--- src/design/qdec_pkg.sv ---
// shared types, constants and the gray step table for the quadrature decoder
package qdec_pkg;

  // default number of encoder channels
  localparam int NUM_CHANNELS_DEF = 2;
  // widths of the sample and result fields
  localparam int SAMPLE_W = 8;
  localparam int CHAN_W   = 2;
  localparam int PHASE_W  = 2;
  // bit position of the low phase bit of channel zero
  localparam int PHASE_BASE = 6;

  // step direction given by a phase transition
  typedef enum logic [1:0] {
    DIR_NONE = 2'b00,
    DIR_CW   = 2'b01,
    DIR_CCW  = 2'b10
  } dir_t;

  // per-lane finding handed to the merge stage
  typedef struct packed {
    logic step;
    logic cw;
  } lane_evt_t;

  // transition table indexed by old phase and new phase
  localparam dir_t STEP_TABLE [16] = '{
    DIR_NONE, DIR_CCW,  DIR_CW,   DIR_NONE,
    DIR_CW,   DIR_NONE, DIR_NONE, DIR_CCW,
    DIR_CCW,  DIR_NONE, DIR_NONE, DIR_CW,
    DIR_NONE, DIR_CW,   DIR_CCW,  DIR_NONE
  };

  function automatic dir_t step_dir(input logic [PHASE_W-1:0] prev,
                                    input logic [PHASE_W-1:0] now);
    return STEP_TABLE[{prev, now}];
  endfunction

endpackage

--- src/design/multi_channel_quadrature_decoder.sv ---
// top level of the multi-channel quadrature decoder
// Each accepted sample byte carries two phase bits per encoder channel, channel e at
// bits 7-2e and 6-2e. All channels are decoded side by side, combinationally, against
// their stored phases; the first sample after reset only loads the phases. Step
// events leave one per cycle while out_ready is high, in ascending channel order,
// the final one of a sample flagged by last, and a double step yields no event. A
// sample's events leave one after another through the single output port. The next
// sample is taken in the cycle its predecessor's last event leaves, so back-to-back
// samples flow without gaps.
module multi_channel_quadrature_decoder #(
  parameter int NUM_CHANNELS = qdec_pkg::NUM_CHANNELS_DEF
) (
  input  logic                          clk,
  input  logic                          rst,
  input  logic                          in_valid,
  output logic                          in_ready,
  input  logic [qdec_pkg::SAMPLE_W-1:0] sample,
  output logic                          out_valid,
  input  logic                          out_ready,
  output logic [qdec_pkg::CHAN_W-1:0]   channel,
  output logic                          clockwise,
  output logic                          last
);
  import qdec_pkg::*;

  logic      primed;
  logic      load;
  lane_evt_t evt [NUM_CHANNELS];

  assign load = in_valid && in_ready;

  // first sample only primes the phases
  always_ff @(posedge clk) begin
    if (rst) begin
      primed <= 1'b0;
    end else if (load) begin
      primed <= 1'b1;
    end
  end

  // one lane per encoder channel
  for (genvar e = 0; e < NUM_CHANNELS; e++) begin : g_lane
    qdec_lane u_lane (
      .clk    (clk),
      .rst    (rst),
      .ph     (sample[PHASE_BASE - PHASE_W * e +: PHASE_W]),
      .load   (load),
      .primed (primed),
      .evt    (evt[e])
    );
  end

  // serialize lane events onto the output
  qdec_merge #(
    .NUM_CHANNELS (NUM_CHANNELS)
  ) u_merge (
    .clk           (clk),
    .rst           (rst),
    .evt           (evt),
    .load          (load),
    .empty_next_ok (in_ready),
    .out_valid     (out_valid),
    .out_ready     (out_ready),
    .channel       (channel),
    .clockwise     (clockwise),
    .last          (last)
  );

endmodule

--- src/design/qdec_lane.sv ---
// one decoder lane: stored phase of a channel and its step detection
module qdec_lane (
  input  logic                          clk,
  input  logic                          rst,
  input  logic [qdec_pkg::PHASE_W-1:0]  ph,
  input  logic                          load,
  input  logic                          primed,
  output qdec_pkg::lane_evt_t           evt
);
  import qdec_pkg::*;

  logic [PHASE_W-1:0] phase;
  dir_t               dir;

  // look up the transition from the stored phase
  always_comb begin
    dir      = step_dir(phase, ph);
    evt.step = primed && (dir != DIR_NONE);
    evt.cw   = (dir == DIR_CW);
  end

  // stored phase always follows an accepted sample
  always_ff @(posedge clk) begin
    if (rst) begin
      phase <= '0;
    end else if (load) begin
      phase <= ph;
    end
  end

endmodule

--- src/design/qdec_merge.sv ---
// merge stage: holds pending lane events and sends them out lowest channel first
module qdec_merge #(
  parameter int NUM_CHANNELS = qdec_pkg::NUM_CHANNELS_DEF
) (
  input  logic                          clk,
  input  logic                          rst,
  input  qdec_pkg::lane_evt_t           evt [NUM_CHANNELS],
  input  logic                          load,
  output logic                          empty_next_ok,
  output logic                          out_valid,
  input  logic                          out_ready,
  output logic [qdec_pkg::CHAN_W-1:0]   channel,
  output logic                          clockwise,
  output logic                          last
);
  import qdec_pkg::*;

  logic [NUM_CHANNELS-1:0] pend;
  logic [NUM_CHANNELS-1:0] pend_next;
  logic [NUM_CHANNELS-1:0] cw;
  logic [NUM_CHANNELS-1:0] rest;
  logic [NUM_CHANNELS-1:0] new_pend;
  logic [NUM_CHANNELS-1:0] new_cw;

  // unpack lane findings
  always_comb begin
    for (int i = 0; i < NUM_CHANNELS; i++) begin
      new_pend[i] = evt[i].step;
      new_cw[i]   = evt[i].cw;
    end
  end

  // pick the lowest pending channel
  always_comb begin
    channel   = '0;
    clockwise = 1'b0;
    for (int i = NUM_CHANNELS - 1; i >= 0; i--) begin
      if (pend[i]) begin
        channel   = CHAN_W'(i);
        clockwise = cw[i];
      end
    end
    rest      = pend & (pend - NUM_CHANNELS'(1));
    last      = (rest == '0);
    out_valid = |pend;
    // a new request fits when nothing is pending or the pending set drains this cycle
    empty_next_ok = !out_valid || (out_ready && last);
  end

  // next pending set
  always_comb begin
    if (load) begin
      pend_next = new_pend;
    end else if (out_valid && out_ready) begin
      pend_next = rest;
    end else begin
      pend_next = pend;
    end
  end

  always_ff @(posedge clk) begin
    if (rst) begin
      pend <= '0;
    end else begin
      pend <= pend_next;
    end
  end

  // direction bits captured with the pending set
  always_ff @(posedge clk) begin
    if (load) begin
      cw <= new_cw;
    end
  end

endmodule

--- config.mk ---
export PLATFORM = sky130hd
export DESIGN_NAME = multi_channel_quadrature_decoder
export DESIGN_NICKNAME = d
export VERILOG_FILES = /design/src/design/qdec_pkg.sv /design/src/design/multi_channel_quadrature_decoder.sv /design/src/design/qdec_lane.sv /design/src/design/qdec_merge.sv
export SDC_FILE = /design/constraint.sdc
export NUM_CORES = 1
export LEC_CHECK = 0
export BUFFER_PORTS_ARGS = -buffer_cell sky130_fd_sc_hd__buf_2
export CAP_MARGIN = 20
export CORE_AREA = 2 2 39 41
export CTS_BUF_LIST = sky130_fd_sc_hd__clkbuf_8
export DETAILED_ROUTE_END_ITERATION = 8
export DIE_AREA = 0 0 41 43
export PLACE_DENSITY = 0.87
export SLEW_MARGIN = 20
export SYNTH_ARGS = -nofsm -noshare
export SYNTH_HDL_FRONTEND = slang
export SYNTH_SLANG_ARGS = --single-unit
--- constraint.sdc ---
create_clock -name clk -period 2.9 [get_ports clk]
set_input_delay 0.29 -clock clk [delete_from_list [all_inputs] [get_ports clk]]
set_output_delay 0.29 -clock clk [all_outputs]
set_load 0.05 [all_outputs]
# Word level (Yosys, flattened, before mapping)
# Memories as Yosys holds them, arrays and structs flattened.
# Cells that the tools add are included.
# word_totals
reg_bits	9
out_inout_bits	6
input_bits	12
romBits	64
mem_count	2
# mem_list
name	depth	width	rd	rd_clocked_by_memory_dff	wr	line	source
(no name shown)	16	2	1	0	0	qdec_pkg.sv:36	return STEP_TABLE[{prev, now}];
(no name shown)	16	2	1	0	0	qdec_pkg.sv:36	
# op_classes
reduce_logical	12
magnitude_cmp	2
n_eq_ne	2
n_mux	10
bitwise_logic	3
n_addsub	1
# ops
operator	n
2-bit 2-to-1 mux	6
5-bit greater-or-equal comparator, second input constant	2
4-bit inverter with 5-bit output	2
2-bit nonzero test	3
1-bit logical AND	5
2-bit by 1-bit == test with 1-bit output, second input constant	2
1-bit 2-to-1 mux	4
2-bit bitwise AND	1
2-bit zero test	1
2-bit OR reduction	1
2-bit by 1-bit subtractor with 2-bit output, second input constant	1
1-bit zero test	1
1-bit logical OR	1

# Logic depth before layout (Yosys ltp)
# Gate-level depths: netlist of the first run.
# logic_depth
depth_word	7
mapped_depth	4
depth_no_buf	3

# Modules after synthesis
# A second synthesis of the first run with hierarchy kept.
# hier_totals
cells_unflattened	45
area_unflattened_um2	437.9
# by_module_without_submodules
module	area_each_um2	cells_per_inst	instances	seq_area_each_um2
qdec_lane	103.8	11	2	40.0
qdec_merge	193.9	19	1	100.1
multi_channel_quadrature_decoder	36.3	4	1	20.0

# Least setup slack after synthesis of the first run
# Ideal clock, no wire load.
# synth_path
path_kind	register -> output
startpoint	register u_merge.pend[1]
endpoint	output port clockwise
t_required_ns	2.610
t_arrival_ns	1.798
path_stages_with_launch	5
path_slack_ns	0.812
path_cell_list	dfxtp_1 buf_4 inv_1 nor2_1 a22o_1
# synth_between
elab_chain_cells	2
# synth_rtl
item	line	source
start: declaration	qdec_merge.sv:18	logic [NUM_CHANNELS-1:0] pend;
start signal: assignment	qdec_merge.sv:65	pend <= pend_next;
1-bit 2-to-1 mux (2 in series)	qdec_merge.sv:38	if (pend[i]) begin
end: declaration	multi_channel_quadrature_decoder.sv:21	output logic clockwise,
# Every way passes these cells.

# Worst setup path in the final report of the first run
# Ends and elaborated chain as after synthesis.

==> results of run 1 <==
flip-flops by register name, indices dropped and copies added (netlist names):
signal	cells
primed	1
u_merge.cw	2
g_lane.u_lane.phase	4
u_merge.pend	2
cell families (layout without fill, tap and decap cells):
family / count (synthesis) / count (layout) / synth area share
AO/OA/AOI/OAI: 18 / 18 / 0.2155
XOR/XNOR: 6 / 6 / 0.08155
buffers and inverters: 10 / 20 / 0.08542
flip-flops: 9 / 9 / 0.3107
other: 1 / 1 / 0.005820
AND/OR/NAND/NOR: 28 / 28 / 0.3010
per-layer routing:
| metal | part of all wire | global-route usage | up-vias |
|---|---|---|---|
| met1 | 0.45 | 0.2550 | 274 |
| met3 | 0.055 | 0.09424 | 5 |
| met4 | 0.021 | 0.08000 | 0 |
| met5 | 0 | 0 | - |
| met2 | 0.47 | 0.2688 | 12 |
| li1 | - | - | 291 |
cell type report:
type,instances,area [sq um]
fill,135,654.4
multi-input combinational,53,389.1
sequential,9,200.2
timing repair buffer,12,60.06
clock buffer,3,41.29
tap,16,20.02
inverter,4,15.01
clock inverter,1,3.754
worst max path at each step:
stage,endpoint,slack (ns),cells after the start
2_1_floorplan,clockwise,0.81,4
6_report,clockwise,1.10,4
5_1_grt,in_ready,0.96,3
3_3_place_gp,clockwise,1.36,4
3_5_place_dp,in_ready,1.35,3
4_1_cts,in_ready,1.09,3
power groups by stage:
stage	registers (uW)	logic [uW]	clock network (uW)
after floorplan	157	95.9	0
after global placement	165	107	0
after detailed placement	166	109	0
after CTS	164	110	149
after global routing	167	120	157
final	164	109	145
through the flow:
step / cell area [sq um] / util / worst slack [ns]
6_report: 729.5 / 0.5271 / 1.099
5_1_grt: 729.5 / 0.5271 / 0.9600
4_1_cts: 729.5 / 0.5271 / 1.088
3_5_place_dp: 684.4 / 0.4946 / 1.351
3_3_place_gp: 684.4 / 0.4946 / 1.363
2_1_floorplan: 644.4 / - / 0.8124
placed cells by master, fill, tap and decap left out, drive strengths merged:
cell type,n
inv,5
clkbuf,3
dfxtp,7
conb,1
o32ai,2
nand4b,4
a31oi,1
xor2,4
xnor2,2
nand3,4
a311oi,4
edfxtp,2
a21oi,2
and3b,1
nand2b,3
buf,12
nor2,4
o21ai,4
and2b,4
and4b,4
nand2,2
a41oi,4
a22o,1
nor2b,2
==> metrics, run 1 <==
hold endpoint=primed; Synth Register Bits=9; hold path startpoint=rst; Yosys top cell by area=dfxtp_1; worst-path fanout max=14; WP buf/inv=2; starting DRC count in detailed routing=6; Antenna Violating Nets Remaining=0; Die ar.=1763 sq um; Hold Path Class=in -> reg; Area growth, synth to finish=13.20%; Port Buffers=12; Seq pwr share=0.391; clock skew=0.001559 ns; Die Ht=43 um; RSZ-0062 raised after global routing=no; Post-synth EDFFs=2; crit path kind=reg -> out; post-synth top area share=0.2175; Tcrit/Tclk final=0.6211; hold_buf cts=0; sw frac=0.3319; Synth Area per Inst=8.950 sq um; CTS root buf=clkbuf_8; Worst setup EP type=output port; Register-to-Register Path Depth=3; max incr delay on CP=0.60 ns; fin. max-slew vios=0; dpl hpwl=923.7 um; critical path startpoint category=flip-flop; IO Count=18; Top Family by Delay on Critical Path=flip-flops; cell area power density=574.0 nW/um^2; first-pass GRT wire length=2270 um; gr ovfl total=0; CTS tree=done; setup violators final=0; Vias=582; DR WL/cell=13.95 um; Post-Synthesis Net Count=84; CP startpoint=u_merge.pend[1]; Tmin final=1.801 ns; Sink Count=9; Critical R2R Launch=u_merge.pend[0]; initial antenna violation count=0; synthesized area=644.4 sq um; largest net degree at the start of global routing=19; core footprint=1384 sq um; clock slew at reported path FFs=0.05 ns; Clock Tree Buf Depth=2; Main synth FF type=dfxtp_1; r2r setup slk=1.47 ns; Hold Vio Cnt, Final=0; Initial Util=0.4656; Synth warnings=0; routed vias/inst=5.939; combinational power share=0.261; DRC Markers=0; GRT Util Overall=0.1955; final hold slack=0.3291 ns; vias in the first global route=513; Int Power=279.8 uW; n_diodes=0; Placer Congestion=0.7739; Clock Latency Late Sink=0.24 ns; outcome=completed; post-cts sizing count=0; Rows=14; Crit Reg-Reg Endpoint=u_merge.cw[1]; final non-filler cell total=98; Slowest-stage cell, CP=dfxtp_1; final net count=95; Die X=41 um; CP Cell Sequence=inv_1 -> nor2_1 -> a22o_1 -> buf_2; Synth async-reset ratio=0; Crit path required time=2.61 ns; Syn Inst Count=72; H-tree depth=1; f_max=0.5552 GHz; number of distinct library cells after synthesis=30; drt pass-1 iters=4; top post-synthesis cells by area=dfxtp_1, edfxtp_1, a311oi_1; net switching power=139.0 uW; Setup Buffers After CTS=0; placed cell count=94; VDD IR max=341.2 uV; Total Power=418.7 uW; final WL=1367 um; cell with the most instances after synthesis=dfxtp_1; Num CTS Buffers=3; setup TNS=0 ns; static leakage=0.0002932 uW; layout cells sized above 1=0.2317; Critical Path AT=1.51 ns; max-cap viol count=0; Cells on Worst Hold Path=2; sequential area share after synthesis=0.3107; power share of the clock group=0.347
Power figures use the tool's default switching activity.
==> run 2, diff against run 1 <==
--- a/config.mk
+++ b/config.mk
@@ -7,11 +7,10 @@
 export LEC_CHECK = 0
 export BUFFER_PORTS_ARGS = -buffer_cell sky130_fd_sc_hd__buf_2
 export CAP_MARGIN = 20
-export CORE_AREA = 2 2 39 41
+export CORE_UTILIZATION = 47
 export CTS_BUF_LIST = sky130_fd_sc_hd__clkbuf_8
 export DETAILED_ROUTE_END_ITERATION = 8
-export DIE_AREA = 0 0 41 43
-export PLACE_DENSITY = 0.87
+export PLACE_DENSITY = 0.88
 export SLEW_MARGIN = 20
 export SYNTH_ARGS = -nofsm -noshare
 export SYNTH_HDL_FRONTEND = slang
==> constraint.sdc (replaced) <==
create_clock -name clk -period 1.5 [get_ports clk]
set_input_delay 0.15 -clock clk [delete_from_list [all_inputs] [get_ports clk]]
set_output_delay 0.15 -clock clk [all_outputs]
set_load 0.05 [all_outputs]
==> run 2 against run 1 <==
  * Sequential cell count stayed put
  * Clock skew is 0.0010 ns lower
  * Utilization is 11 points higher
  * Sequential power is 93% higher
  * Non-clock buffer count is 2 higher
  * First-iteration DRC count is 83% higher
  * Largest cell class unchanged
  * Cell count stayed put
  * Global-route usage is 1.3 points higher
==> metrics, run 2 (same netlist as run 1, synthesis figures left out) <==
outcome=completed; pre-CTS WS=0.1133 ns (-1.237 ns); DR WL/cell=13.28 um (-4.8%); n_diodes=0 (unchanged); f_max=0.6871 GHz; Largest regs=g_lane.u_lane.phase (4), u_merge.cw (2), u_merge.pend (2); gr ovfl total=0 (unchanged); crit path kind=reg -> out; Num CTS Buffers=3 (unchanged); worst-path fanout max=14 (unchanged); IO Count=18 (unchanged); dpl hpwl=881.9 um (-4.5%); Biggest register=g_lane.u_lane.phase; GRT Util Overall=0.2086 (+0.01309); Vias=588 (+1.0%); Initial Util=0.5432 (+0.07761); initial antenna violation count=0 (unchanged); layout cells sized above 1=0.3095 (+0.07782); Slowest-stage cell, CP=dfxtp_2; final net count=97 (+2.1%); M1 GR Usage=0.2912 (+0.03626); Hold Vio Cnt, Final=0 (unchanged); vias in the first global route=478 (-6.8%); Port Buffers=12 (unchanged); Sink Count=9 (unchanged); drt pass-1 iters=4 (unchanged); Crit path required time=1.35 ns (-1.26 ns); Critical Path AT=1.31 ns (-0.20 ns); multi-input logic area=400.4 sq um (+2.9%); first-pass GRT wire length=2166 um (-4.6%); filler cell count=103 (-24%); max-cap viol count=0 (unchanged); Hold Path Class=in -> reg; Die X=39.03 um (-4.8%); static leakage=0.0003054 uW (+4.2%); Worst Slack Setup Final=0.04469 ns (-1.054 ns); Die ar.=1523 sq um (-14%); setup violators final=0 (unchanged); clock slew at reported path FFs=0.04 ns (about the same); Clock Latency Late Sink=0.23 ns (about the same); Worst setup EP type=output port; CP Cell Sequence=buf_4 -> nor2_4 -> a22o_2 -> buf_2; GR peak layer=met2; starting DRC count in detailed routing=11 (+5); routed vias/inst=6.000 (+1.0%); r2r setup slk=0.22 ns (-1.25 ns); most frequent cells in the layout=buf_2, inv_1, dfxtp_1; Top Family by Delay on Critical Path=flip-flops; core footprint=1186 sq um (-14%); GR Layer Usage met3=0.03468 (-0.05956); cell area power density=1084 nW/um^2 (+89%); RSZ-0062 raised after global routing=no; fin. max-slew vios=0 (unchanged); Area growth, synth to finish=17.28%; Seq. cell area=202.7 sq um (+1.2%); WP buf/inv=2 (unchanged); CTS root buf=clkbuf_8; final WL=1301 um (-4.8%); Placer Congestion=0.8158 (+5.4%); max incr delay on CP=0.46 ns (-0.14 ns); DRC Markers=0 (unchanged); critical path startpoint category=flip-flop; hold_buf cts=0 (unchanged); max reg flops=4 (unchanged); met2 usage=0.3167 (+0.04792); largest net degree at the start of global routing=19 (unchanged); commonest non-fill, non-tap cell in the layout=buf_2; Tcrit/Tclk final=0.9702; Clock Tree Buf Depth=2 (unchanged); Die Ht=39.03 um (-9.2%); setup TNS=0 ns (unchanged); clock skew=0.0005398 ns (-0.001019 ns); Antenna Violating Nets Remaining=0 (unchanged); H-tree depth=1 (unchanged); VDD IR max=590.2 uV (+73%); CTS tree=done; Rows=12 (-2); Tmin final=1.455 ns
## run 2: changes by cell type in the layout (fill, tap and decap cells not counted)
cell,delta
nor2_4,+1
dfxtp_1,-2
nor2b_1,-1
nor2b_2,+1
a22o_2,+1
nor2_1,-1
dfxtp_2,+2
buf_4,+2
a22o_1,-1
## run 2: stage by stage
step	total power, uW	hold slack [ns]	cell area, sq um	cells	utilization
finish	818.9	0.1928	755.7	98	0.6371
global route	859.7	0.2146	755.7	98	0.6371
CTS	825.0	0.1843	753.2	98	0.6350
detailed placement	543.5	0.4252	705.7	94	0.5949
global placement	537.4	0.4251	705.7	94	0.5949
floorplan	493.1	0.3849	653.1	72	-
## run 2: report_power, final
group	total [uW]	internal [uW]	switching (uW)	leakage [uW]
clock network	275	178	96.9	0.0000269
logic	227	89.0	138	0.000199
registers	316	283	33.5	0.0000796
## run 2: layout make-up
cell class,count,share of cell area
Clock inverter,1,0.004967
Timing Repair Buffer,14,0.09934
Sequential cell,9,0.2682
Tap cell,14,0.02318
Multi-Input combinational cell,53,0.5298
Inverter,4,0.01987
Clock buffer,3,0.05464
## run 2: worst paths after layout
kind / cells after the start / endpoint / startpoint
min: 2 / primed / rst
min reg2reg: 2 / primed / primed
max: 4 / clockwise / u_merge.pend[0]
max reg2reg: 4 / g_lane[0].u_lane.phase[1] / u_merge.pend[1]
## run 2: timing repair
action	in CTS	in global routing
pin swaps	0	0
buffers inserted	0	0
hold endpoints to repair	0	0
gates resized for setup	2	1
endpoints found under the setup margin	2	1
## run 2: per-layer routing
metal / vias up / wire (um) / share of wire
met1: 269 / 613 / 0.47
li1: 297 / - / -
met4: 0 / 12 / 0.0092
met5: - / 0 / 0
met2: 20 / 611 / 0.47
met3: 2 / 63 / 0.048
